**src/hw/rtl/box_blur_3x3_rgb_assert.svh**
```systemverilog
// Assertion helpers shared by the blur pipeline modules.
`ifndef BOX_BLUR_3X3_RGB_ASSERT_SVH
`define BOX_BLUR_3X3_RGB_ASSERT_SVH

// Same-cycle implication, sampled on the rising clock edge, off during reset.
`define BBLUR_ASSERT_NOW(label, clk, rst_n, ante, cons) \
    label: assert property (@(posedge clk) disable iff (!rst_n) (ante) |-> (cons)) \
        else $error("bblur: same-cycle check failed");

// Next-cycle implication, sampled on the rising clock edge, off during reset.
`define BBLUR_ASSERT_NEXT(label, clk, rst_n, ante, cons) \
    label: assert property (@(posedge clk) disable iff (!rst_n) (ante) |=> (cons)) \
        else $error("bblur: next-cycle check failed");

`endif

```
**src/hw/rtl/bblur_pkg.sv**
```systemverilog
package bblur_pkg;

    localparam int C_MAX_WIDTH   = 1024;
    localparam int C_COL_W       = $clog2(C_MAX_WIDTH);
    localparam int C_WID_W       = C_COL_W + 1;
    localparam int C_FW_W        = 11;
    localparam int C_HGT_W       = 16;
    // input row runs past the last frame row while padding flushes the tail
    localparam int C_ROW_W       = C_HGT_W + 1;
    localparam int C_CFG_W       = 16;
    localparam int C_CFG_IDX_W   = 1;
    localparam int C_CHAN_W      = 8;
    localparam int C_SUM_W       = 12;
    localparam int C_RCP_SHIFT   = 16;
    localparam int C_RCP_W       = C_RCP_SHIFT + 1;
    localparam int C_PROD_W      = C_SUM_W + C_RCP_W;
    localparam int C_QUEUE_DEPTH = 4;
    localparam int C_QPTR_W      = $clog2(C_QUEUE_DEPTH);
    localparam int C_WIN_SIDE    = 3;
    localparam int C_WIN_N       = C_WIN_SIDE * C_WIN_SIDE;

    localparam logic [C_CFG_IDX_W-1:0] C_REG_FRAME_WIDTH  = C_CFG_IDX_W'(0);
    localparam logic [C_CFG_IDX_W-1:0] C_REG_FRAME_HEIGHT = C_CFG_IDX_W'(1);

    localparam logic [C_FW_W-1:0]  C_FW_RESET = C_FW_W'(640);
    localparam logic [C_HGT_W-1:0] C_FH_RESET = C_HGT_W'(480);

    typedef struct packed {
        logic [C_CHAN_W-1:0] red;
        logic [C_CHAN_W-1:0] green;
        logic [C_CHAN_W-1:0] blue;
    } t_rgb;

    // which neighbours of the due result pixel lie inside the frame
    typedef struct packed {
        logic up;
        logic down;
        logic left;
        logic right;
    } t_nbr;

    typedef struct packed {
        t_rgb               pix;
        logic [C_COL_W-1:0] addr;
        logic               emit;
        logic               eof;
        t_nbr               nbr;
    } t_entry;

    typedef struct packed {
        t_rgb top;
        t_rgb mid;
    } t_pair;

    typedef struct packed {
        t_rgb top;
        t_rgb mid;
        t_rgb bot;
    } t_col;

    function automatic logic [3:0] f_count(input t_nbr nbr);
        logic [1:0] nc;
        logic [1:0] nr;
        nc = 2'd1 + {1'b0, nbr.left} + {1'b0, nbr.right};
        nr = 2'd1 + {1'b0, nbr.up} + {1'b0, nbr.down};
        return {2'b00, nc} * {2'b00, nr};
    endfunction

    // ceil(2^shift / n); error term stays below 2^shift for every numerator
    function automatic logic [C_RCP_W-1:0] f_recip(input logic [3:0] n);
        logic [C_RCP_W-1:0] rcp;
        unique case (n)
            4'd2:    rcp = C_RCP_W'((2 ** C_RCP_SHIFT) / 2);
            4'd3:    rcp = C_RCP_W'((2 ** C_RCP_SHIFT + 2) / 3);
            4'd4:    rcp = C_RCP_W'((2 ** C_RCP_SHIFT) / 4);
            4'd6:    rcp = C_RCP_W'((2 ** C_RCP_SHIFT + 5) / 6);
            4'd9:    rcp = C_RCP_W'((2 ** C_RCP_SHIFT + 8) / 9);
            default: rcp = C_RCP_W'(2 ** C_RCP_SHIFT);
        endcase
        return rcp;
    endfunction

endpackage

```
**src/hw/rtl/bblur_fifo.sv**
```systemverilog
`include "box_blur_3x3_rgb_assert.svh"

module bblur_fifo (
    input  logic              i_clk,
    input  logic              i_rst_n,
    input  logic              i_push,
    input  bblur_pkg::t_entry i_entry,
    output logic              o_full,
    input  logic              i_pop,
    output logic              o_empty,
    output bblur_pkg::t_entry o_entry
);
    import bblur_pkg::*;

    t_entry              r_mem [C_QUEUE_DEPTH];
    logic [C_QPTR_W-1:0] r_wr, n_wr;
    logic [C_QPTR_W-1:0] r_rd, n_rd;
    logic [C_QPTR_W:0]   r_count, n_count;

    assign o_full  = r_count == (C_QPTR_W + 1)'(C_QUEUE_DEPTH);
    assign o_empty = r_count == '0;
    assign o_entry = r_mem[r_rd];

    always_comb begin
        n_wr    = i_push ? r_wr + C_QPTR_W'(1) : r_wr;
        n_rd    = i_pop  ? r_rd + C_QPTR_W'(1) : r_rd;
        n_count = r_count + {{C_QPTR_W{1'b0}}, i_push} - {{C_QPTR_W{1'b0}}, i_pop};
    end

    always_ff @(posedge i_clk) begin
        if (!i_rst_n) begin
            r_wr    <= '0;
            r_rd    <= '0;
            r_count <= '0;
        end else begin
            r_wr    <= n_wr;
            r_rd    <= n_rd;
            r_count <= n_count;
        end
    end

    always_ff @(posedge i_clk) begin
        if (i_push) begin
            r_mem[r_wr] <= i_entry;
        end
    end

    `BBLUR_ASSERT_NOW(a_no_push_full, i_clk, i_rst_n, i_push, !o_full)
    `BBLUR_ASSERT_NOW(a_no_pop_empty, i_clk, i_rst_n, i_pop, !o_empty)
    `BBLUR_ASSERT_NOW(a_ptr_count, i_clk, i_rst_n, 1'b1, C_QPTR_W'(r_wr - r_rd) == r_count[C_QPTR_W-1:0])

endmodule

```
**config.mk**
```make
export PLATFORM = sky130hd
export DESIGN_NAME = bblur_fifo
export DESIGN_NICKNAME = d
export VERILOG_FILES = /design/src/hw/rtl/bblur_pkg.sv /design/src/hw/rtl/bblur_fifo.sv
export VERILOG_INCLUDE_DIRS = /design/src /design/src/hw/rtl
export SDC_FILE = /design/constraint.sdc
export NUM_CORES = 1
export LEC_CHECK = 0
export BUFFER_PORTS_ARGS = -buffer_cell sky130_fd_sc_hd__buf_2
export CORE_AREA = 2 2 148 150
export CTS_CLUSTER_DIAMETER = 100
export DETAILED_ROUTE_END_ITERATION = 6
export DIE_AREA = 0 0 150 152
export PLACE_DENSITY_LB_ADDON = 0.25
export SLEW_MARGIN = 20
export SYNTH_ARGS = -nofsm -noshare
export SYNTH_HDL_FRONTEND = slang
export SYNTH_SLANG_ARGS = --single-unit
```
**constraint.sdc**
```tcl
create_clock -name i_clk -period 3 [get_ports i_clk]
set_input_delay 0.45 -clock i_clk [delete_from_list [all_inputs] [get_ports i_clk]]
set_output_delay 0.45 -clock i_clk [all_outputs]
set_load 0.005 [all_outputs]
```
==> metrics <==
port bufs 85; Synth Cell Area approximately 6300 sq um; EDFF count, synth 160; Reg2Reg Depth 7; hold depth 1; detailed router's first-iteration violation count roughly 120; GRT Util Overall between 10% and 20%; most common cell in the synthesized netlist edfxtp_1; Worst Path Buf+Inv 2; crit path kind flop to primary output; I/O pins 86; Congestion Overflow GR 0; die area between 20000 and 25000 sq um; Vias about 2800; via/cell ratio between 4 and 5; Max-Cap Viols 0; Worst setup SP type flop; measured slew at the worst slew-check pin between 600 and 700 ps; Die X approximately 150 um; Netlist cell types 19; total of fill cells in the finished design about 2000; Max Fclk 414.3 MHz; Final Critical Period between 2000 and 2500 ps; global-route wire length before repair about 18000 um; post-synth top area share 76.75%; setup ws final roughly 590 ps; status finished, final reports clean; layout cell share with drive strength beyond 1 between 40% and 50%; Initial Utilization approximately 29%; async set-or-reset flop fraction in the synthesized netlist 0%; postcts setup bufs 0; clk buf depth 2; Slew Limit Fails 0; Layout area overhead 22.15%; multi-input logic area between 1000 and 1500 sq um; Synth area leaders edfxtp_1, mux4_2, dfxtp_1; Finished Cell Area between 7000 and 8000 sq um; delay-heaviest family, CP flip-flops; Die Ht 152 um; final hold vios 0; Worst-path clk slew about 70 ps; Syn Inst Count around 250; commonest register cell after synthesis edfxtp_1; Clock Sinks approximately 170; Nets ~400; worst path required time approximately 2600 ps; Tcrit/Tclk final 80.45%; Final Skew 8.467 ps; Power Density between 700 and 800 nW/um^2; vias in the first global route 3017; crit path capture type primary output; Post-DP Area just over 7000 sq um; HPWL Detailed 7022 um; Syn. warnings 0; DRT antenna net count 0; CP max stage cell dfxtp_4; setup violators final 0; Syn Area/Cell about 25 sq um; Yosys top cell by area edfxtp_1; post-cts sizing count 0; Max H-tree Level 4; largest net degree at the start of global routing 28; DR WL/cell about 18 um; sequential share of the synthesized area between 70 and 80%; relative slew slack slightly below 60%; critical path depth 3; WHS 248.4 ps; Reg area approximately 5000 sq um; setup tns final 0 ps; CTS root buf clkbuf_16; routed wire length 11640 um; RSZ-0062 raised after global routing false; synth cell count leaders edfxtp_1, mux4_2, dfxtp_1; critical path arrival ~2000 ps; Hold Buf Count CTS 0; Pleak between 0.002 and 0.003 uW; type of the worst min-delay path input port to flop; VDD IR-drop max about 0.00040 V; initial antenna violation count 0; CTS tree yes; drt pass-1 iters 4; Worst-Skew Late Latency around 400 ps; Core ar. ~21000 sq um; FF+latch count, synth ~170; RD Place Congestion roughly 0.66; row count 54; largest fanout on the critical path 14; TritonCTS buffer count 17; pre-CTS setup slack ~960 ps; delay of the slowest critical-path stage between 500 and 600 ps; net count after synthesis 303; crit-path cells buf_4, mux4_2, buf_2; # DRC 0
-- metal layers --
| layer | up-vias | share of wire, % | global-route usage [%] |
|---|---|---|---|
| li1 | 1257 | - | - |
| met4 | 0 | 1.4 | 4.313 |
| met3 | 14 | 4.5 | 3.483 |
| met5 | - | 0 | 0 |
| met1 | 1455 | 45 | 14.01 |
| met2 | 73 | 49 | 16.87 |
-- placed cells by master (no fill, tap or decap), drive strengths merged --
cell type	instances
edfxtp	160
buf	92
mux4	40
clkbuf	20
inv	10
dfxtp	9
ha	6
and2	6
clkinv	6
nor2	5
bufinv	3
xnor2	2
diode	1
nor3	1
and3	1
a21bo	1
nand3b	1
a21oi	1
mux2i	1
xor3	1
fa	1
-- where the power goes --
| part | switching, uW | internal [uW] |
|---|---|---|
| Clock | 860 | 1310 |
| Combinational | 230 | 261 |
| Sequential | 49.3 | 2710 |
-- per-stage QoR --
stage / total power, uW / util (%) / cells
CTS: 5505 / 35.80 / 647
global placement: 3305 / 33.08 / 615
global route: 5641 / 35.80 / 647
floorplan: 3096 / - / 252
finish: 5416 / 35.81 / 648
detailed placement: 3320 / 33.08 / 615
-- sequential cells by signal (all words and copies together), names as in the netlist, named ones only --
| signal | flops |
|---|---|
| r_count | 3 |
| r_mem | 160 |
| r_wr | 2 |
| r_rd | 2 |
-- layout make-up --
cell class              instances  area share [%]
flip-flops and latches        169           65.26
multi-input cells              67           14.94
repair buffers                 92           7.233
clock buffers                  20           5.711
well taps                     280           4.582
clock inverters                12           1.898
inverters                       7          0.3436
diodes                          1         0.03273
-- logic make-up after synthesis --
logic type	count (synthesis)	share of synthesized area (%)
DFF	169	79.63
muxes	41	14.55
buffers and inverters	16	2.199
and+or+nand+nor	14	1.199
adders and majority gates	7	1.519
xor gates and xnor gates	3	0.6596
AOI/OAI and AO/OA	2	0.2398
-- path summary, 6_finish.rpt --
| path | startpoint | end | slack [ps] |
|---|---|---|---|
| worst max-delay path | flop | o_entry[2] | 590 |
| worst min-delay path | i_entry[9] | r_mem[3][9]$_DFFE_PP_ | 250 |
| worst max register to register | r_count[0]$_SDFF_PN0_ | r_count[2]$_SDFF_PN0_ | 1240 |
| worst min register to register | r_wr[1]$_SDFFE_PN0P_ | r_wr[1]$_SDFFE_PN0P_ | 550 |
(Power assumes the default switching activity.)
