--- config.mk ---
export PLATFORM = sky130hd
export DESIGN_NAME = bblur_front_flat
export DESIGN_NICKNAME = d
export VERILOG_FILES = /design/src/hw/rtl/box_blur_3x3_rgb_assert.svh /design/src/hw/rtl/bblur_pkg.sv /design/src/hw/rtl/bblur_if.sv /design/src/hw/rtl/bblur_front.sv /design/src/flat_wrapper.sv
export SDC_FILE = /design/constraint.sdc
export NUM_CORES = 1
export LEC_CHECK = 0
export BUFFER_PORTS_ARGS = -buffer_cell sky130_fd_sc_hd__buf_4
export CORE_MARGIN = 3
export CORE_UTILIZATION = 45
export CTS_BUF_LIST = sky130_fd_sc_hd__clkbuf_4 sky130_fd_sc_hd__clkbuf_8
export CTS_CLUSTER_SIZE = 24
export DETAILED_ROUTE_END_ITERATION = 10
export PLACE_DENSITY = 0.66
export RECOVER_POWER = 25
export SLEW_MARGIN = 20
export SYNTH_ARGS = -nofsm -noshare
export SYNTH_HDL_FRONTEND = slang
export SYNTH_SLANG_ARGS = --single-unit
export TNS_END_PERCENT = 1
--- constraint.sdc ---
create_clock -name i_clk -period 6.2 [get_ports i_clk]
set_clock_uncertainty 0.05 [all_clocks]
set_input_delay 0.62 -clock i_clk [delete_from_list [all_inputs] [get_ports i_clk]]
set_output_delay 0.62 -clock i_clk [all_outputs]
set_load 0.05 [all_outputs]
--- src/hw/rtl/box_blur_3x3_rgb_assert.svh ---
// Assertion helpers shared by the blur pipeline modules.
`ifndef BOX_BLUR_3X3_RGB_ASSERT_SVH
`define BOX_BLUR_3X3_RGB_ASSERT_SVH

// Same-cycle implication, sampled on the rising clock edge, off during reset.
`define BBLUR_ASSERT_NOW(label, clk, rst_n, ante, cons) \
    label: assert property (@(posedge clk) disable iff (!rst_n) (ante) |-> (cons)) \
        else $error("bblur: same-cycle check failed");

// Next-cycle implication, sampled on the rising clock edge, off during reset.
`define BBLUR_ASSERT_NEXT(label, clk, rst_n, ante, cons) \
    label: assert property (@(posedge clk) disable iff (!rst_n) (ante) |=> (cons)) \
        else $error("bblur: next-cycle check failed");

`endif

--- src/hw/rtl/bblur_pkg.sv ---
package bblur_pkg;

    localparam int C_MAX_WIDTH   = 1024;
    localparam int C_COL_W       = $clog2(C_MAX_WIDTH);
    localparam int C_WID_W       = C_COL_W + 1;
    localparam int C_FW_W        = 11;
    localparam int C_HGT_W       = 16;
    // input row runs past the last frame row while padding flushes the tail
    localparam int C_ROW_W       = C_HGT_W + 1;
    localparam int C_CFG_W       = 16;
    localparam int C_CFG_IDX_W   = 1;
    localparam int C_CHAN_W      = 8;
    localparam int C_SUM_W       = 12;
    localparam int C_RCP_SHIFT   = 16;
    localparam int C_RCP_W       = C_RCP_SHIFT + 1;
    localparam int C_PROD_W      = C_SUM_W + C_RCP_W;
    localparam int C_QUEUE_DEPTH = 4;
    localparam int C_QPTR_W      = $clog2(C_QUEUE_DEPTH);
    localparam int C_WIN_SIDE    = 3;
    localparam int C_WIN_N       = C_WIN_SIDE * C_WIN_SIDE;

    localparam logic [C_CFG_IDX_W-1:0] C_REG_FRAME_WIDTH  = C_CFG_IDX_W'(0);
    localparam logic [C_CFG_IDX_W-1:0] C_REG_FRAME_HEIGHT = C_CFG_IDX_W'(1);

    localparam logic [C_FW_W-1:0]  C_FW_RESET = C_FW_W'(640);
    localparam logic [C_HGT_W-1:0] C_FH_RESET = C_HGT_W'(480);

    typedef struct packed {
        logic [C_CHAN_W-1:0] red;
        logic [C_CHAN_W-1:0] green;
        logic [C_CHAN_W-1:0] blue;
    } t_rgb;

    // which neighbours of the due result pixel lie inside the frame
    typedef struct packed {
        logic up;
        logic down;
        logic left;
        logic right;
    } t_nbr;

    typedef struct packed {
        t_rgb               pix;
        logic [C_COL_W-1:0] addr;
        logic               emit;
        logic               eof;
        t_nbr               nbr;
    } t_entry;

    typedef struct packed {
        t_rgb top;
        t_rgb mid;
    } t_pair;

    typedef struct packed {
        t_rgb top;
        t_rgb mid;
        t_rgb bot;
    } t_col;

    function automatic logic [3:0] f_count(input t_nbr nbr);
        logic [1:0] nc;
        logic [1:0] nr;
        nc = 2'd1 + {1'b0, nbr.left} + {1'b0, nbr.right};
        nr = 2'd1 + {1'b0, nbr.up} + {1'b0, nbr.down};
        return {2'b00, nc} * {2'b00, nr};
    endfunction

    // ceil(2^shift / n); error term stays below 2^shift for every numerator
    function automatic logic [C_RCP_W-1:0] f_recip(input logic [3:0] n);
        logic [C_RCP_W-1:0] rcp;
        unique case (n)
            4'd2:    rcp = C_RCP_W'((2 ** C_RCP_SHIFT) / 2);
            4'd3:    rcp = C_RCP_W'((2 ** C_RCP_SHIFT + 2) / 3);
            4'd4:    rcp = C_RCP_W'((2 ** C_RCP_SHIFT) / 4);
            4'd6:    rcp = C_RCP_W'((2 ** C_RCP_SHIFT + 5) / 6);
            4'd9:    rcp = C_RCP_W'((2 ** C_RCP_SHIFT + 8) / 9);
            default: rcp = C_RCP_W'(2 ** C_RCP_SHIFT);
        endcase
        return rcp;
    endfunction

endpackage

--- src/hw/rtl/bblur_if.sv ---
interface bblur_pix_if;
    import bblur_pkg::*;

    logic                valid;
    logic                ready;
    logic [C_CHAN_W-1:0] pixel_red;
    logic [C_CHAN_W-1:0] pixel_green;
    logic [C_CHAN_W-1:0] pixel_blue;
    logic                is_padding;

    modport source (output valid, pixel_red, pixel_green, pixel_blue, is_padding,
                    input ready);
    modport sink   (input valid, pixel_red, pixel_green, pixel_blue, is_padding,
                    output ready);
endinterface


--- src/hw/rtl/bblur_front.sv ---
module bblur_front (
    input  logic                                i_clk,
    input  logic                                i_rst_n,
    bblur_pix_if.sink                           i_pix,
    input  logic                                i_cfg_we,
    input  logic [bblur_pkg::C_CFG_IDX_W-1:0]   i_cfg_idx,
    input  logic [bblur_pkg::C_CFG_W-1:0]       i_cfg_data,
    input  logic                                i_full,
    output logic                                o_push,
    output bblur_pkg::t_entry                   o_entry
);
    import bblur_pkg::*;

    logic [C_WID_W-1:0] r_width,   n_width;
    logic [C_HGT_W-1:0] r_height,  n_height;
    logic [C_ROW_W-1:0] r_in_row,  n_in_row;
    logic [C_COL_W-1:0] r_in_col,  n_in_col;
    logic [C_HGT_W-1:0] r_out_row, n_out_row;
    logic [C_COL_W-1:0] r_out_col, n_out_col;

    logic               accept;
    logic               in_frame;
    logic               live;
    logic               emit;
    logic               eof;
    logic [C_WID_W-1:0] in_col_inc;
    logic [C_WID_W-1:0] out_col_inc;
    logic [C_HGT_W:0]   out_row_inc;

    function automatic logic [C_WID_W-1:0] f_eff_width(input logic [C_FW_W-1:0] fw);
        logic [C_WID_W-1:0] w;
        if (fw == '0) begin
            w = C_WID_W'(1);
        end else if (32'(fw) > 32'(C_MAX_WIDTH)) begin
            w = C_WID_W'(C_MAX_WIDTH);
        end else begin
            w = C_WID_W'(fw);
        end
        return w;
    endfunction

    assign i_pix.ready = !i_full;

    always_comb begin
        accept      = i_pix.valid && i_pix.ready;
        in_frame    = r_in_row < {1'b0, r_height};
        // padding inside the frame is dropped without touching state
        live        = accept && !(i_pix.is_padding && in_frame);
        emit        = (r_in_row >= C_ROW_W'(2)) ||
                      ((r_in_row == C_ROW_W'(1)) && (r_in_col != '0));
        in_col_inc  = {1'b0, r_in_col} + C_WID_W'(1);
        out_col_inc = {1'b0, r_out_col} + C_WID_W'(1);
        out_row_inc = {1'b0, r_out_row} + (C_HGT_W + 1)'(1);
        eof         = (out_row_inc >= {1'b0, r_height}) && (out_col_inc >= r_width);

        o_push            = live;
        o_entry.pix.red   = in_frame ? i_pix.pixel_red   : '0;
        o_entry.pix.green = in_frame ? i_pix.pixel_green : '0;
        o_entry.pix.blue  = in_frame ? i_pix.pixel_blue  : '0;
        o_entry.addr      = r_in_col;
        o_entry.emit      = emit;
        o_entry.eof       = eof;
        o_entry.nbr.up    = r_out_row != '0;
        o_entry.nbr.down  = out_row_inc < {1'b0, r_height};
        o_entry.nbr.left  = r_out_col != '0;
        o_entry.nbr.right = out_col_inc < r_width;
    end

    always_comb begin
        n_width   = r_width;
        n_height  = r_height;
        n_in_row  = r_in_row;
        n_in_col  = r_in_col;
        n_out_row = r_out_row;
        n_out_col = r_out_col;

        if (live) begin
            if (in_col_inc >= r_width) begin
                n_in_col = '0;
                n_in_row = r_in_row + C_ROW_W'(1);
            end else begin
                n_in_col = in_col_inc[C_COL_W-1:0];
            end
            if (emit) begin
                if (eof) begin
                    n_in_row  = '0;
                    n_in_col  = '0;
                    n_out_row = '0;
                    n_out_col = '0;
                end else if (out_col_inc >= r_width) begin
                    n_out_col = '0;
                    n_out_row = out_row_inc[C_HGT_W-1:0];
                end else begin
                    n_out_col = out_col_inc[C_COL_W-1:0];
                end
            end
        end

        // a register write restarts the frame
        if (i_cfg_we) begin
            n_in_row  = '0;
            n_in_col  = '0;
            n_out_row = '0;
            n_out_col = '0;
            unique case (i_cfg_idx)
                C_REG_FRAME_WIDTH: begin
                    n_width = f_eff_width(i_cfg_data[C_FW_W-1:0]);
                end
                C_REG_FRAME_HEIGHT: begin
                    n_height = (i_cfg_data == '0) ? C_HGT_W'(1) : i_cfg_data[C_HGT_W-1:0];
                end
            endcase
        end
    end

    always_ff @(posedge i_clk) begin
        if (!i_rst_n) begin
            r_width   <= f_eff_width(C_FW_RESET);
            r_height  <= C_FH_RESET;
            r_in_row  <= '0;
            r_in_col  <= '0;
            r_out_row <= '0;
            r_out_col <= '0;
        end else begin
            r_width   <= n_width;
            r_height  <= n_height;
            r_in_row  <= n_in_row;
            r_in_col  <= n_in_col;
            r_out_row <= n_out_row;
            r_out_col <= n_out_col;
        end
    end

endmodule

--- src/flat_wrapper.sv ---
// flat-port wrapper written by rule: the top's interface ports become plain ports
module bblur_front_flat import bblur_pkg::*;
  (i_clk, i_rst_n, i_cfg_we, i_cfg_idx, i_cfg_data, i_full, o_push, o_entry, i_pix_valid, i_pix_pixel_red, i_pix_pixel_green, i_pix_pixel_blue, i_pix_is_padding, i_pix_ready);
  bblur_pix_if i_pix_i ();
  input  logic i_clk;
  input  logic i_rst_n;
  input  logic i_cfg_we;
  input  logic [bblur_pkg::C_CFG_IDX_W-1:0] i_cfg_idx;
  input  logic [bblur_pkg::C_CFG_W-1:0] i_cfg_data;
  input  logic i_full;
  output logic o_push;
  output bblur_pkg::t_entry o_entry;
  input wire logic [$bits(i_pix_i.valid)-1:0] i_pix_valid;
  input wire logic [$bits(i_pix_i.pixel_red)-1:0] i_pix_pixel_red;
  input wire logic [$bits(i_pix_i.pixel_green)-1:0] i_pix_pixel_green;
  input wire logic [$bits(i_pix_i.pixel_blue)-1:0] i_pix_pixel_blue;
  input wire logic [$bits(i_pix_i.is_padding)-1:0] i_pix_is_padding;
  output wire logic [$bits(i_pix_i.ready)-1:0] i_pix_ready;
  assign i_pix_i.valid = i_pix_valid;
  assign i_pix_i.pixel_red = i_pix_pixel_red;
  assign i_pix_i.pixel_green = i_pix_pixel_green;
  assign i_pix_i.pixel_blue = i_pix_pixel_blue;
  assign i_pix_i.is_padding = i_pix_is_padding;
  assign i_pix_ready = i_pix_i.ready;
  bblur_front u_core (.i_clk(i_clk), .i_rst_n(i_rst_n), .i_pix(i_pix_i), .i_cfg_we(i_cfg_we), .i_cfg_idx(i_cfg_idx), .i_cfg_data(i_cfg_data), .i_full(i_full), .o_push(o_push), .o_entry(o_entry));
endmodule
==> metrics.txt, run 1 <==
Final Max Tran Viols 0; Seq/Total Area, Yosys ~28%; CP endpoint kind output pin; hold_buf cts 0; clk_lat worst skew approximately 0.37 ns; CTS root buf clkbuf_8; Post-Syn Area ~5600 µm²; CTS max path bufs 2; post-synth top area share around 28%; first-pass GRT wire length around 25000 µm; vias in the first global route around 5000; Storage cell area 1600 µm²; DIE AREA ~14000 µm²; met2 usage between 30% and 40%; final setup fails 0; # IOs around 90; cell mode on critical path nand3_1; final hold violations 0; final setup TNS 0 ns; Chip Height 118 µm; slack of the critical path 1.35 ns; Via density between 5 and 6; synth top area cells dfxtp_1 28%, ha_1 14%, xnor2_1 5.4%; core region area around 12000 µm²; global route total overflow 0; DRC Markers 0; DP Wirelength between 10000 and 15000 µm; CTS Buf Count 9; DP Worst Slack approximately 1.5 ns; CP max stage cell o211ai_2; GR Util All Layers between 20% and 30%; max frequency ~210 MHz; met1 Use GR between 20% and 30%; initial drt markers 271; post-synth cell types 65; crit-path max cell delay between 0.6 and 0.7 ns; synth cell count leaders 80 x dfxtp_1, 76 x nand2_1, 62 x ha_1, 54 x nor2_1, 42 x inv_1; Routed WL approximately 15000 µm; ys flop type dfxtp_1; RSZ-0062 raised after global routing no; vias 5194; Async SR Flop Fraction 0%; Die W 118 µm; CP required ~5.5 ns; number of synthesized register bits 80; Critical Path AT about 4.2 ns; CTS resizes 0; Site Rows 40; initial core utilization 46.5%; largest net degree at the start of global routing 30; PwrDens between 150 and 200 nW/µm²; Cells after Synth 697; top-count cell post-synth dfxtp_1; Post-DP Area 6370 µm²; critical setup path kind reg2out; Area Growth Syn to Fin 16.0%; M3 GR Usage about 3.1%; Design Area, Final roughly 6500 µm²; post-synth top area cell dfxtp_1; htree depth 3; Tightest Pin Transition 0.933 ns; period utilization between 70% and 80%; proportion of layout cells with a drive suffix above 1 between 10% and 20%; average size of a mapped cell 8.08 µm²; crit path launch type flip-flop; max-cap violation count 0; first-pass detailed-route iteration total 5; Crit path buffers/inverters 3; critical-path cell list ha_1 -> and3_1 -> nand3_1 -> nor2_1 -> nand3_1 -> xnor2_1 -> ha_1 -> nand3_1 -> nor3_1 -> inv_1 -> o211ai_2 -> nand2_1 -> inv_1 -> buf_4; post-layout min period roughly 4.8 ns; WL per Instance between 15 and 20 µm; VDD IR max around 120 µV; area of the multi-input gates approximately 3700 µm²; status completed; worst hold path type reg2reg; CTS tree yes; Min Hold Slack around 0.42 ns; setup bufs post-CTS 0; syn_nets between 800 and 900; GR peak layer met2; Post-DRT Antenna Nets 0; critical path fanouts, max 18; Layout Nets 876; leakage about 2.8 nW; initial antenna violation count 0; Routability Congestion around 0.9; Port Buffers 88; clock sinks 80; delay-heaviest family, CP simple AND/OR/NAND/NOR gates; clock slew at reported path FFs 0.08 ns; slew margin rel. between 30% and 40%; Antenna diodes 0; EDFF count, synth 0; Syn. warnings 0; Filler Cells Inserted 1186
metal layers:
layer  up-vias  part of all wire (%)  routed length (µm)
met5         -                     0                   0
met4         0                   2.1                 316
met3        21                   4.3                 631
met2       132                    47                6890
met1      2454                    47                6930
li1       2587                     -                   -
logic make-up (layout without fill, tap and decap cells):
logic type,count (synthesis),in the layout,share of synthesized area (%)
AO/OA/AOI/OAI,126,126,15.4
XOR/XNOR,54,54,8.40
adder cells (fa/ha/maj),63,63,14.0
buffers and inverters,74,147,5.42
flip-flops,80,80,28.5
multiplexers,2,2,0.378
AND/OR/NAND/NOR,298,298,28.0
stage by stage:
stage	power (W)	cells	utilization, %
CTS	0.00107	938	54.1
detailed placement	0.000695	924	52.6
global placement	0.000691	924	52.6
global route	0.00110	938	53.9
floorplan	0.000635	697	-
finish	0.00106	938	53.9
layout by cell type (no fill, tap or decap), types with 14 or more instances in the layout:
cell type  Yosys  layout
nor2_1        54      54
and2_1        28      27
xnor2_1       35      35
xor2_1        19      19
nand2_1       76      76
nand3_1       25      25
and3_1        22      22
inv_1         42      42
a21oi_1       31      31
dfxtp_1       80      80
buf_4          2      83
ha_1          62      62
o21ai_0       14      14
worst paths after layout:
check | from | end | slack [ns] | cells past startpoint
worst min register to register | u_core.r_height[4] | u_core.r_height[4] | 0.42 | 2
worst min-delay path | u_core.r_height[4] | u_core.r_height[4] | 0.42 | 2
worst max-delay path | u_core.r_out_row[0] | o_entry[4] | 1.35 | 14
worst max register to register | u_core.r_out_row[0] | u_core.r_out_row[10] | 1.79 | 14
state kept, by name (all words and copies together), names as in the netlist:
register,flops
u_core.r_height,16
u_core.r_width,11
u_core.r_in_row,17
u_core.r_in_col,10
u_core.r_out_row,16
u_core.r_out_col,10
worst register-to-register path, stage by stage, from the launching register on:
cell and delay [ns]:
dfxtp_1 0.40, ha_1 0.24, and3_1 0.28, nand3_1 0.21, nor2_1 0.32, nand3_1 0.14, xnor2_1 0.22, ha_1 0.29
a21o_1 0.19, a21oi_1 0.19, o21a_1 0.19, o211ai_2 0.34, nand3b_1 0.59, or4_1 0.55, a21oi_1 0.15
area by class of cell:
class,instances,area share [%]
Inverter,43,2.47
Timing Repair Buffer,90,9.95
Tap cell,168,3.22
Sequential cell,80,24.5
Multi-Input combinational cell,543,57.1
Clock buffer,10,2.01
Clock inverter,4,0.728
power breakdown:
| group | internal, W | switching (W) | total, W |
|---|---|---|---|
| Combinational | 0.0000575 | 0.0000988 | 0.000156 |
| Sequential | 0.000522 | 0.00000427 | 0.000526 |
| Clock | 0.000185 | 0.000191 | 0.000376 |
No activity file was read; power rests on OpenSTA's default activity.
==> inputs of run 2 (changes only) <==
==> constraint.sdc (replaced) <==
create_clock -name i_clk -period 4.74 [get_ports i_clk]
set_clock_uncertainty 0.05 [all_clocks]
set_input_delay 0.474 -clock i_clk [delete_from_list [all_inputs] [get_ports i_clk]]
set_output_delay 0.474 -clock i_clk [all_outputs]
set_load 0.05 [all_outputs]
==> run 2 against run 1 <==
Worst setup slack lost 0.75 ns; global-route usage is essentially flat; critical path depth is the same; first-iteration DRC count grew 11%; largest cell class unchanged; via count shrank 0.58%; clock-buffer cell count grew 1.
==> metrics.txt, run 2 (same netlist as run 1, synthesis figures left out) <==
DRC Markers 0 (unchanged); clk_lat worst skew 0.38 ns (was 0.37 ns); CTS Buf Count 9 (unchanged); Port Buffers 88 (unchanged); # IOs 89 (unchanged); Final Max Tran Viols 0 (unchanged); crit path launch type flip-flop (unchanged); proportion of layout cells with a drive suffix above 1 14.8% (was 14.2%); PwrDens 216 nW/µm² (was 162 nW/µm²); WL per Instance 15.8 µm (was 15.7 µm); CTS max path bufs 2 (unchanged); final hold violations 0 (unchanged); largest net degree at the start of global routing 30 (unchanged); initial core utilization 46.5% (unchanged); max frequency approximately 240 MHz; Routed WL 14900 µm (was 14800 µm); clock slew at reported path FFs 0.09 ns (was 0.08 ns); slack of the critical path 0.608 ns (was 1.35 ns); final setup fails 0 (unchanged); status completed (unchanged); CTS root buf clkbuf_8 (unchanged); DP Wirelength 11500 µm (about the same); Storage cell area 1600 µm² (unchanged); Antenna diodes 0 (unchanged); post-layout min period 4.13 ns; Tightest Pin Transition 1.06 ns (was 0.933 ns); Chip Height 118 µm (unchanged); flip-flop count of the largest register after layout 17 (unchanged); CTS tree yes (unchanged); DIE AREA 13900 µm² (unchanged); slew margin rel. 29.5% (was 37.8%); VDD IR max 164 µV (was 122 µV); Top reg by flops u_core.r_in_row (unchanged); area of the multi-input gates 3730 µm² (about the same); period utilization 87.2%; Area Growth Syn to Fin 16.9% (was 16.0%); Critical Path AT 3.61 ns (was 4.18 ns); Post-DRT Antenna Nets 0 (unchanged); initial drt markers 302 (was 271); vias 5164 (was 5194); Layout Nets 879 (was 876); Largest regs u_core.r_in_row x17, u_core.r_height x16, u_core.r_out_row x16 (unchanged); core region area 12100 µm² (unchanged); initial antenna violation count 0 (unchanged); Via density 5.48 (was 5.54); max-cap violation count 0 (unchanged); leakage 2.79 nW (was 2.75 nW); first-pass detailed-route iteration total 4 (was 5); Filler Cells Inserted 1181 (was 1186); DP Worst Slack 0.506 ns (was 1.54 ns); Site Rows 40 (unchanged); CP endpoint kind output pin (unchanged); hold_buf cts 0 (unchanged); most frequent cells in the layout 88 x buf_4, 80 x dfxtp_1, 76 x nand2_1 (was 83 x buf_4, 80 x dfxtp_1, 76 x nand2_1); clock sinks 80 (unchanged); worst hold path type in2reg (was reg2reg); Routability Congestion 0.864 (was 0.901); RSZ-0062 raised after global routing no (unchanged); Layout Utilization 54.3% (was 53.9%); htree depth 3 (unchanged); commonest non-fill, non-tap cell in the layout buf_4 (unchanged); Die W 118 µm (unchanged); critical path fanouts, max 6 (was 18); GR Util All Layers 21.7% (about the same); critical setup path kind reg2out (unchanged); final setup TNS 0 ns (unchanged); vias in the first global route 4985 (was 4996); global route total overflow 0 (unchanged); CP required 4.22 ns (was 5.53 ns); first-pass GRT wire length 24800 µm (was 24700 µm)
[run 2: worst paths after layout]
path                                           from              endpoint  slack (ns)  depth (start not counted)
worst max-delay path            u_core.r_out_row[0]            o_entry[4]        0.61                         14
worst min-delay path                 i_cfg_data[11]   u_core.r_height[11]        0.30                          3
worst max register to register  u_core.r_out_row[0]  u_core.r_out_row[10]        0.70                         14
worst min register to register   u_core.r_height[4]    u_core.r_height[4]        0.42                          2
[run 2: where the power goes]
| part | leakage (nW) | internal (W) | total (W) | switching [W] |
|---|---|---|---|---|
| Sequential | 0.648 | 0.000683 | 0.000689 | 0.00000601 |
| Clock | 0.107 | 0.000263 | 0.000529 | 0.000266 |
| Combinational | 2.03 | 0.0000756 | 0.000206 | 0.000130 |
[run 2: timing repair]
item                       CTS  global route
hold endpoints to repair     0             0
setup endpoints to repair    0             1
resized for setup            0             1
setup buffers                0             3
[run 2: layout make-up]
type                            count  area share, %
Multi-Input combinational cell    543           56.7
Sequential cell                    80           24.3
Timing Repair Buffer               93           10.3
Tap cell                          168           3.19
Inverter                           43           2.45
Clock buffer                       11           2.20
Clock inverter                      5          0.817
[run 2: critical path, stage by stage, from the launching register on]
cell      delay (ns)
dfxtp_1         0.40
ha_1            0.24
and3_1          0.28
nand3_1         0.22
nor2_1          0.30
nand3_1         0.13
xnor2_1         0.16
ha_1            0.33
nand3_1         0.09
nor3_1          0.30
a32oi_1         0.20
o211ai_4        0.16
nand2_1         0.15
inv_1           0.08
buf_4           0.19
[run 2: routing by layer]
metal / share of wire, % / track usage, % / vias to the layer above / routed length, µm
li1: - / - / 2600 / -
met1: 48 / 30.0 / 2432 / 7220
met2: 46 / 33.8 / 110 / 6810
met3: 3.8 / 3.36 / 22 / 567
met4: 2.1 / 8.57 / 0 / 314
met5: 0 / 0 / - / 0
[run 2: metrics by stage]
step,total power [W],area (µm²),std cells,hold slack [ns]
2_1_floorplan,0.000831,5630,697,0.393
3_3_place_gp,0.000905,6370,924,0.406
3_5_place_dp,0.000910,6370,924,0.411
4_1_cts,0.00144,6570,940,0.283
5_1_grt,0.00148,6580,943,0.316
6_report,0.00142,6580,943,0.301
==> inputs of run 3 (changes only) <==
--- a/config.mk
+++ b/config.mk
@@ -11,7 +11,8 @@
 export CTS_BUF_LIST = sky130_fd_sc_hd__clkbuf_4 sky130_fd_sc_hd__clkbuf_8
 export CTS_CLUSTER_SIZE = 24
 export DETAILED_ROUTE_END_ITERATION = 10
-export PLACE_DENSITY = 0.66
+export MAX_ROUTING_LAYER = met4
+export PLACE_DENSITY = 0.68
 export RECOVER_POWER = 25
 export SLEW_MARGIN = 20
 export SYNTH_ARGS = -nofsm -noshare
==> constraint.sdc (replaced) <==
create_clock -name i_clk -period 3.6 [get_ports i_clk]
set_clock_uncertainty 0.05 [all_clocks]
set_input_delay 0.36 -clock i_clk [delete_from_list [all_inputs] [get_ports i_clk]]
set_output_delay 0.36 -clock i_clk [all_outputs]
set_load 0.05 [all_outputs]
==> run 3 against run 2 <==
Largest cell class unchanged; clock-buffer cell count shrank 1; final cell count grew 2.0%; critical path depth grew 1; clock power grew 31%; total power grew 32%; wire length grew 5.8%; global-route usage grew 1.1 points; combinational power grew 39%; final area grew 5.4%; worst hold slack lost 0.12 ns; register-to-register slack lost 0.53 ns; utilization grew 2.9 points.
==> metrics.txt, run 3 (same netlist as run 1, synthesis figures left out) <==
status completed (unchanged); Post-DRT Antenna Nets 0 (unchanged); DP Worst Slack 0.0911 ns (was 0.506 ns); slew margin rel. 37.5% (was 29.5%); Routed WL 15800 µm (was 14900 µm); first-pass GRT wire length 25300 µm (was 24800 µm); PwrDens 272 nW/µm² (was 216 nW/µm²); max-cap violation count 0 (unchanged); FF-to-FF setup slack 0.17 ns (was 0.70 ns); Die W 118 µm (unchanged); critical setup path kind reg2out (unchanged); Area Growth Syn to Fin 23.2% (was 16.9%); CTS Buf Count 9 (unchanged); worst min-delay path startpoint i_cfg_data[8] (was i_cfg_data[11]); vias 5343 (was 5164); htree depth 3 (unchanged); Via density 5.55 (was 5.48); GR Util All Layers 22.8% (was 21.7%); DIE AREA 13900 µm² (unchanged); vias in the first global route 5065 (was 4985); final hold violations 0 (unchanged); hold_buf cts 0 (unchanged); Routability Congestion 0.927 (was 0.864); crit path launch type flip-flop (unchanged); Port Buffers 88 (unchanged); Design Area, Final 6940 µm² (was 6580 µm²); initial core utilization 46.5% (unchanged); first-pass detailed-route iteration total 6 (was 4); max frequency roughly 280 MHz; CTS max path bufs 2 (unchanged); clock slew at reported path FFs 0.09 ns (about the same); DRC Markers 0 (unchanged); Top reg by flops u_core.r_in_row (unchanged); WL per Instance 16.4 µm (was 15.8 µm); period utilization 100%; leakage 2.94 nW (was 2.79 nW); Post-Layout Cell Count 962 (was 943); commonest non-fill, non-tap cell in the layout buf_4 (unchanged); core region area 12100 µm² (unchanged); VDD IR max 256 µV (was 164 µV); Final Max Tran Viols 0 (unchanged); Post-DP Area 6500 µm² (was 6370 µm²); RSZ-0062 raised after global routing yes (was no); Layout Nets 898 (was 879); Site Rows 40 (unchanged); # IOs 89 (unchanged); clock sinks 80 (unchanged); initial drt markers 383 (was 302); CTS root buf clkbuf_8 (unchanged); CTS tree yes (unchanged); CP required 3.19 ns (was 4.22 ns); clk_lat worst skew 0.38 ns (about the same); Critical Path AT 3.19 ns (was 3.61 ns); initial antenna violation count 0 (unchanged); Tightest Pin Transition 0.937 ns (was 1.06 ns); worst hold path type in2reg (unchanged); final setup fails 0 (unchanged); global route total overflow 0 (unchanged); Antenna diodes 0 (unchanged); r2r startpoint u_core.r_out_row[0] (unchanged); critical path fanouts, max 5 (was 6); Largest regs u_core.r_in_row x17, u_core.r_height x16, u_core.r_out_row x16 (unchanged); largest net degree at the start of global routing 30 (unchanged); proportion of layout cells with a drive suffix above 1 22.2% (was 14.8%); Min Hold Slack 0.184 ns (was 0.301 ns); flip-flop count of the largest register after layout 17 (unchanged); post-layout min period 3.60 ns; placed cells 941 (was 924); most frequent cells in the layout 105 x buf_4, 75 x nand2_1, 67 x dfxtp_1 (was 88 x buf_4, 80 x dfxtp_1, 76 x nand2_1); Chip Height 118 µm (unchanged); CP endpoint kind output pin (unchanged); slack of the critical path 0.000755 ns (was 0.608 ns); Pwr Total 0.00188 W (was 0.00142 W); DP Wirelength 11900 µm (was 11500 µm); crit path launch u_core.r_out_row[0] (unchanged)
==> run 3: final timing paths <==
check / end / cells after the start
hold reg to reg: u_core.r_height[13] / 2
setup / recovery: o_entry[4] / 15
hold / removal: u_core.r_height[8] / 3
setup reg to reg: u_core.r_in_col[5] / 14
==> run 3: cell type report <==
cell class                 instances  area (µm²)
fill                            1129        5170
tap                              168         210
clock buffer                      10         138
clock inverter                     6        67.6
multi-input combinational        543        3910
sequential                        80        1630
timing repair buffer             112         826
inverter                          43         161
==> run 3: power by group <==
part / total [W] / internal, W / switching, W
Clock: 0.000695 / 0.000341 / 0.000354
Combinational: 0.000286 / 0.000107 / 0.000179
Sequential: 0.000904 / 0.000896 / 0.00000796
Total: 0.00188 / 0.00134 / 0.000541
==> run 3: what timing repair did <==
item | CTS | global route
setup endpoints to repair | 2 | 16
setup buffers | 2 | 3
resized for setup | 16 | 40
pin swaps | 6 | 11
hold endpoints to repair | 0 | 0
==> run 3: metrics by stage <==
stage                     utilization [%]  setup TNS [ns]
after floorplan                         -               0
after global placement               53.7               0
after detailed placement             53.7               0
after CTS                            55.8               0
after global routing                 57.3          -0.128
final                                57.3               0
==> run 3: per-layer routing <==
metal | part of all wire (%) | routed length (µm) | global-route usage, %
met1 | 47 | 7430 | 30.6
met2 | 47 | 7410 | 35.6
met3 | 4.8 | 759 | 5.14
met4 | 1.1 | 180 | 4.62
met5 | 0 | 0 | -
==> run 3: worst max-delay path: stages, from the launching register on <==
cell and delay, ns:
dfxtp_4 0.37, and4_1 0.21, and2_4 0.15, and3_4 0.18, and3_4 0.20, nand3_4 0.09, xnor2_2 0.17, ha_1 0.34
nand3_2 0.12, nor3_4 0.25, inv_1 0.08, o211ai_2 0.22, buf_4 0.17, nand2_4 0.05, inv_2 0.06, buf_8 0.14
